`src/hw/rtl/pidst_pkg.sv`:
```
// package: shared types, constants and the square root step for the point-in-crystal test
package pidst_pkg;

    localparam int COORD_WIDTH_DEF = 16;
    localparam int CFG_IDX_W = 3;
    localparam int CFG_DATA_W = 32;
    localparam int SQ_IN_W = 46;
    localparam int ROOT_W = 23;
    localparam int REM_W = 25;

    localparam logic [CFG_IDX_W-1:0] REG_LENGTH  = 3'd0;
    localparam logic [CFG_IDX_W-1:0] REG_RADIUS  = 3'd1;
    localparam logic [CFG_IDX_W-1:0] REG_ROUND   = 3'd2;
    localparam logic [CFG_IDX_W-1:0] REG_CONTACT = 3'd3;
    localparam logic [CFG_IDX_W-1:0] REG_HOLE    = 3'd4;
    localparam logic [CFG_IDX_W-1:0] REG_TSTART  = 3'd5;
    localparam logic [CFG_IDX_W-1:0] REG_TSLOPE  = 3'd6;

    typedef struct packed {
        logic [14:0] length;
        logic [14:0] radius;
        logic [14:0] round;
        logic [31:0] contact;
        logic [31:0] hole;
        logic [14:0] tstart;
        logic [15:0] tslope;
    } pidst_cfg_t;

    typedef struct packed {
        logic        valid;
        logic        ok;
        logic        tap_en;
        logic        edge_en;
        logic [30:0] tprod;
    } pidst_side_t;

    typedef struct packed {
        logic [SQ_IN_W-1:0] v;
        logic [REM_W-1:0]   rem;
        logic [ROOT_W-1:0]  root;
    } pidst_root_t;

    function automatic pidst_root_t sqrt_step(input pidst_root_t a);
        pidst_root_t      r;
        logic [REM_W+1:0] rn;
        logic [REM_W+1:0] t;
        rn = {a.rem, a.v[SQ_IN_W-1 -: 2]};
        t = {2'b00, a.root, 2'b01};
        r.v = {a.v[SQ_IN_W-3:0], 2'b00};
        if (rn >= t)
        begin
            rn = rn - t;
            r.root = {a.root[ROOT_W-2:0], 1'b1};
        end
        else
        begin
            r.root = {a.root[ROOT_W-2:0], 1'b0};
        end
        r.rem = rn[REM_W-1:0];
        return r;
    endfunction

endpackage

```
`src/hw/rtl/pidst_cell.sv`:
```
// square root cell: one result bit of both roots per stage, sideband carried along
module pidst_cell (
    input  logic                   clk,
    input  logic                   rst_n,
    input  logic                   en,
    input  pidst_pkg::pidst_side_t side_in,
    input  pidst_pkg::pidst_root_t rs_in,
    input  pidst_pkg::pidst_root_t rd_in,
    output pidst_pkg::pidst_side_t side_out,
    output pidst_pkg::pidst_root_t rs_out,
    output pidst_pkg::pidst_root_t rd_out
);
    import pidst_pkg::*;

    logic        valid_reg;
    pidst_side_t side_reg;
    pidst_root_t rs_reg, rd_reg;

    always_ff @(posedge clk or negedge rst_n)
    begin
        if (!rst_n)
        begin
            valid_reg <= 1'b0;
        end
        else if (en)
        begin
            valid_reg <= side_in.valid;
        end
    end

    always_ff @(posedge clk)
    begin
        if (en)
        begin
            side_reg <= side_in;
            rs_reg   <= sqrt_step(rs_in);
            rd_reg   <= sqrt_step(rd_in);
        end
    end

    always_comb
    begin
        side_out = side_reg;
        side_out.valid = valid_reg;
    end

    assign rs_out = rs_reg;
    assign rd_out = rd_reg;

endmodule

```
`config.mk`:
```
export PLATFORM = sky130hd
export DESIGN_NAME = pidst_cell
export DESIGN_NICKNAME = d
export VERILOG_FILES = /design/src/hw/rtl/pidst_pkg.sv /design/src/hw/rtl/pidst_cell.sv
export SDC_FILE = /design/constraint.sdc
export NUM_CORES = 1
export LEC_CHECK = 0
export ABC_AREA = 1
export BUFFER_PORTS_ARGS = -buffer_cell sky130_fd_sc_hd__buf_4
export CAP_MARGIN = 20
export CORE_MARGIN = 8
export CORE_UTILIZATION = 35
export DETAILED_ROUTE_END_ITERATION = 12
export GPL_ROUTABILITY_DRIVEN = 1
export PLACE_DENSITY = 0.68
export SYNTH_ARGS = -nofsm -noshare
export SYNTH_HDL_FRONTEND = slang
export SYNTH_SLANG_ARGS = --single-unit
```
`constraint.sdc`:
```
create_clock -name clk -period 1.1 [get_ports clk]
set_clock_uncertainty 0.05 [all_clocks]
set_input_delay 0.22 -clock clk [delete_from_list [all_inputs] [get_ports clk]]
set_output_delay 0.22 -clock clk [all_outputs]
set_load 0.01 [all_outputs]
```
* Word-level counts from Yosys, hierarchy flattened *
Cells that the tools add are included.

storage, ports and cells
  register bits after elaboration = 219
  input bits = 226
  output and inout port bits = 223
  logic and storage cells = 19

operators by class
  add/subtract/negate cells = 2
  multiplexer cells = 4
  order comparisons = 2

operators with widths
  kind                                              count
  27-bit by 25-bit >= comparator with 1-bit output  2
  25-bit 2-to-1 mux                                 2
  25-bit subtractor                                 2
  1-bit 2-to-1 mux                                  2

* Depth between registers and ports, before layout *
  word-level depth = 2
  gate-level depth with buffers = 15
  mapped depth without buffers = 14

* Least setup slack after synthesis *
OpenSTA, ideal clock, no wires.

  kind = input-to-reg
  start point = input port rs_in[12] in the netlist's numbering
  end point = register rs_reg, in the netlist rs_out[44] (data pin)
  setup time = 0.253 ns
  cell stages on the path = 13
  required time = 0.797 ns
  path slack = -0.817 ns
  arrival time = 1.614 ns
  buffers on the path = 1
  path through = inv_1 ha_1 nand2_2 inv_2 nand2_1 nand2_1 nand2_1 nand2_1 a21oi_4 nand3_4 buf_12 nand2_2 nand2_1

on the way
  cells in the longest elaborated chain, start to end = 2
  elaborated cells on any way between the ends = 3
  those cells by class = 1 x add/sub; 1 x order compare; 1 x mux

ends and longest elaborated chain
  what                                                                                   line                              RTL
  start, declared                                                                        pidst_cell.sv:7                   input pidst_pkg::pidst_root_t rs_in,
  25-bit subtractor or 27-bit by 25-bit >= comparator with 1-bit output (tied branches)  pidst_pkg.sv:52, pidst_pkg.sv:50
  25-bit 2-to-1 mux *                                                                    pidst_pkg.sv:50                   if (rn >= t)
  end signal, assigned                                                                   pidst_cell.sv:36                  rs_reg <= sqrt_step(rs_in);
  end, declared                                                                          pidst_cell.sv:17                  pidst_root_t rs_reg, rd_reg;

Every way passes the cells marked *; elsewhere a longest branch is shown, timed or not.
A chain may end at the register's enable or synchronous reset.

* Worst setup path after layout *
  start point = input port rd_in[10] in the netlist's numbering
  end point = register rd_reg, in the netlist rd_out[43] (data pin)

on the way
  cells in the longest elaborated chain, start to end = 2
  elaborated cells on any way between the ends = 3
  those cells by class = 1 x add/sub; 1 x order compare; 1 x mux

ends and longest elaborated chain
  what                                                                                   line                              RTL
  start, declared                                                                        pidst_cell.sv:8                   input pidst_pkg::pidst_root_t rd_in,
  25-bit subtractor or 27-bit by 25-bit >= comparator with 1-bit output (tied branches)  pidst_pkg.sv:52, pidst_pkg.sv:50
  25-bit 2-to-1 mux *                                                                    pidst_pkg.sv:50
  end signal, assigned                                                                   pidst_cell.sv:37                  rd_reg <= sqrt_step(rd_in);
  end, declared                                                                          pidst_cell.sv:17

Marked as above.

==> results.rst <==
.. list-table::
   :header-rows: 1

   * - Metric
     - Value
   * - Placed wire-length estimate
     - 35.68 mm
   * - Terminating pin of the worst hold path
     - rs_out[5]
   * - Worst path cell trace
     - buf_8 > inv_4 > ha_4 > nand2_4 > nand2_4 > nand2_2 > nand2_2 > nand2_2 > nand2_2 > a21oi_4 > nand3_4 > clkbuf_16 > nand2_1 > nand2_1
   * - Capture instance of the worst register-to-register path
     - valid_reg
   * - Maximum number of pins on one net before global-route repair
     - 39
   * - Nature of the critical path startpoint
     - input pin
   * - Final-stage net count
     - 2442
   * - Placed insts
     - 2309
   * - Area added between synthesis and finish
     - 99.83%
   * - Number of buffers between clock root and the deepest sink
     - 3
   * - Height of the chip
     - 198.2 um
   * - Worst Slack Setup Final
     - -0.4569 ns
   * - Antenna violations before repair
     - 2
   * - Critical path's largest stage delay
     - 0.24 ns
   * - Count of endpoints failing hold in the final timing report
     - 0
   * - Logic depth of the worst register-to-register path
     - 1
   * - CP endpoint kind
     - flip-flop
   * - Number of standard-cell rows in the floorplan
     - 66
   * - Hold slack
     - 0.02201 ns
   * - Most prevalent standard cell on the critical path
     - sky130_fd_sc_hd__nand2_2
   * - Count of state elements after synthesis
     - 219
   * - Fraction of layout instances using a drive strength above 1
     - 0.5048
   * - Global route overflow
     - 0
   * - Number of non-filler instances in the completed layout
     - 2629
   * - Worst setup path class
     - input pin to flip-flop
   * - Overall via count from detail_route
     - 12500
   * - Largest fanout on the critical path
     - 7
   * - Reg2Reg Launch Point
     - valid_reg
   * - Depth of the worst hold-timing path
     - 2
   * - Detailed-route DRC error count
     - 0
   * - Mean cell area of the mapped netlist
     - 9.275 sq um
   * - Startpoint of the lowest-slack hold path
     - en
   * - Power per cell area
     - 1208 mW/mm^2
   * - Number of max-cap violations
     - 0
   * - Clock sink count
     - 219
   * - Die outline area
     - 0.03929 sq mm
   * - Number of failing setup endpoints in the final timing report
     - 271
   * - Setup repair after global routing missed its margin
     - true
   * - Standard cell with the maximum stage delay on the critical path
     - sky130_fd_sc_hd__clkbuf_16
   * - Die Span X
     - 198.2 um
   * - CTS tree
     - yes
   * - Final critical path time including I/O delays and setup
     - 1.557 ns
   * - Root cell of the clock tree
     - sky130_fd_sc_hd__clkbuf_16
   * - Number of top-level pins
     - 449
   * - Number of routed nets with antenna violations
     - 0
   * - Register-to-register setup slack
     - 0.28 ns
   * - Class of the tightest hold or removal check
     - input pin to flip-flop
   * - First-pass iteration count of the detailed router
     - 5
   * - Required time at the endpoint of the critical path
     - 1.36 ns
   * - Starting density of the core
     - 0.3563
   * - Setup TNS
     - -74.22 ns
   * - Total routing resource utilization after global routing
     - 0.2495
   * - Core area
     - 0.03262 sq mm
   * - Wire length of the first global-routing pass
     - 75.56 mm
   * - PortBufs
     - 444
   * - Commonest cells after routing, fill and taps aside
     - 401 x sky130_fd_sc_hd__buf_4, 274 x sky130_fd_sc_hd__nand2_1, 253 x sky130_fd_sc_hd__buf_6, 218 x sky130_fd_sc_hd__edfxtp_1, 210 x sky130_fd_sc_hd__dlygate4sd3_1
   * - Leading cell type in the layout, fill and taps excluded
     - sky130_fd_sc_hd__buf_4
   * - TritonCTS buffer count
     - 25
   * - Detail-routed via count per cell
     - 4.755
   * - First-iteration detailed-routing DRC count
     - 611
   * - Number of standard cells after synthesis
     - 1253
   * - Filler cell count in the final layout
     - 2133
   * - Number of unique standard cell types used by synthesis
     - 38
   * - Yosys warns
     - 0
   * - Largest vdd supply drop
     - 1517 uV
   * - Data arrival time at the worst-slack endpoint
     - 1.81 ns
   * - Sequential-to-total area share from yosys stat
     - 0.5655
   * - Total wire length
     - 54.07 mm
   * - # H-tree levels
     - 1
   * - Cell area after placement
     - 0.01750 sq mm
   * - Final clock period utilization by the worst path
     - 1.415
   * - Vias in the first global route
     - 13150
   * - Skew-Pair Late Insertion Delay
     - 0.55 ns
   * - Violations in the final reports
     - negative setup slack
   * - Slew Viols, Final
     - 0
   * - Cell leakage power
     - 0.01094 uW
   * - Final non-filler cell area
     - 0.02322 sq mm
   * - Maximum clock rate
     - 642.3 MHz
   * - Clock edge transition at the registers on the reported setup and hold paths
     - 0.06 ns
   * - Final Wtd Congestion
     - 0.9434
   * - Average wire length per cell after detail routing
     - 20.57 um
   * - Status
     - complete, but fails checks
   * - Post-synthesis cell area
     - 0.01162 sq mm
final cells by class:
cell class / instances / area [sq um] / area share
timing repair buffer: 905 / 8787 / 0.3784
sequential: 219 / 6571 / 0.2830
multi-input combinational: 775 / 5510 / 0.2373
inverter: 240 / 965.9 / 0.04159
clock buffer: 28 / 636.9 / 0.02742
tap: 442 / 553.0 / 0.02381
clock inverter: 16 / 187.7 / 0.008082
antenna: 4 / 10.01 / 0.0004310
routing by layer:
metal | GRT usage | up-vias | wire (um)
met1 | 0.2669 | 5933 | 18890
met4 | 0.1076 | 0 | 2466
li1 | - | 5874 | -
met2 | 0.4581 | 560 | 28160
met3 | 0.06469 | 133 | 4550
met5 | 0 | - | 0
worst max-delay path by stage:
stage	from	to
final	rd_in[10]	rd_out[43]
after global routing	rs_in[0]	rs_out[41]
after CTS	rd_out[42]	rd_out[42]
after detailed placement	rs_in[33]	rs_out[39]
after global placement	rs_in[7]	rs_out[39]
after floorplan	rd_in[5]	rd_out[34]
what timing repair did:
action / 4_1_cts / 5_1_grt
pin swaps: 49 / 79
gates cloned: 8 / 3
setup endpoints to repair: 271 / 271
hold endpoints to repair: 209 / 0
buffers inserted: 40 / 16
resized for setup: 382 / 230
hold buffers: 210 / 0
Yosys cell counts (all sizes together):
master  instances  area (sq um)
nand3b          4         30.03
conb            1         3.750
nor3b           2         26.28
nand4          66         412.9
nand3          48         282.8
or2             2         12.51
a21oi          23         141.4
mux2            1         11.26
dfrtp           1         25.02
xnor2           2         17.52
clkbuf          2         8.750
nand2         474          1864
buf            20         155.2
and3            2         12.51
ha             50         625.6
clkinv          2         7.510
edfxtp        218          6546
and2            4         25.02
nor3            5         35.03
nor2           67         304.0
o21ai           1         5.000
inv           238         893.4
xor2           20         175.2
power breakdown:
| group | switching [uW] | internal (uW) |
|---|---|---|
| logic | 4130 | 4730 |
| clock network | 3670 | 4920 |
| registers | 431 | 10200 |
| total | 8240 | 19800 |
kinds of logic (layout without fill, tap and decap cells):
kind of cell    Yosys count  after routing  share of synthesized area
compound gates           24             24                    0.01260
xor+xnor                 22             22                    0.01658
flops                   219            219                     0.5655
other cells               1              8                  0.0003227
buf+inv                 262           1189                    0.09162
simple gates            674            674                     0.2586
mux                       1              1                  0.0009689
fa+ha+maj                50             50                    0.05383
critical path, delay by kind of cell:
kind            cells  cell delay (ns)
compound gates      1             0.23
fa+ha+maj           1             0.21
buf+inv             3             0.39
simple gates        9             0.74
through the flow:
stage	worst slack (ns)	utilization	power (uW)
6_report	-0.4569	0.7119	28050
5_1_grt	-0.4773	0.7118	29100
4_1_cts	-0.3632	0.6844	27180
3_5_place_dp	-1.005	0.5366	16890
3_3_place_gp	-1.017	0.5366	16790
2_1_floorplan	-0.6827	-	13250
Note: power is estimated with default switching activity, not from simulation.
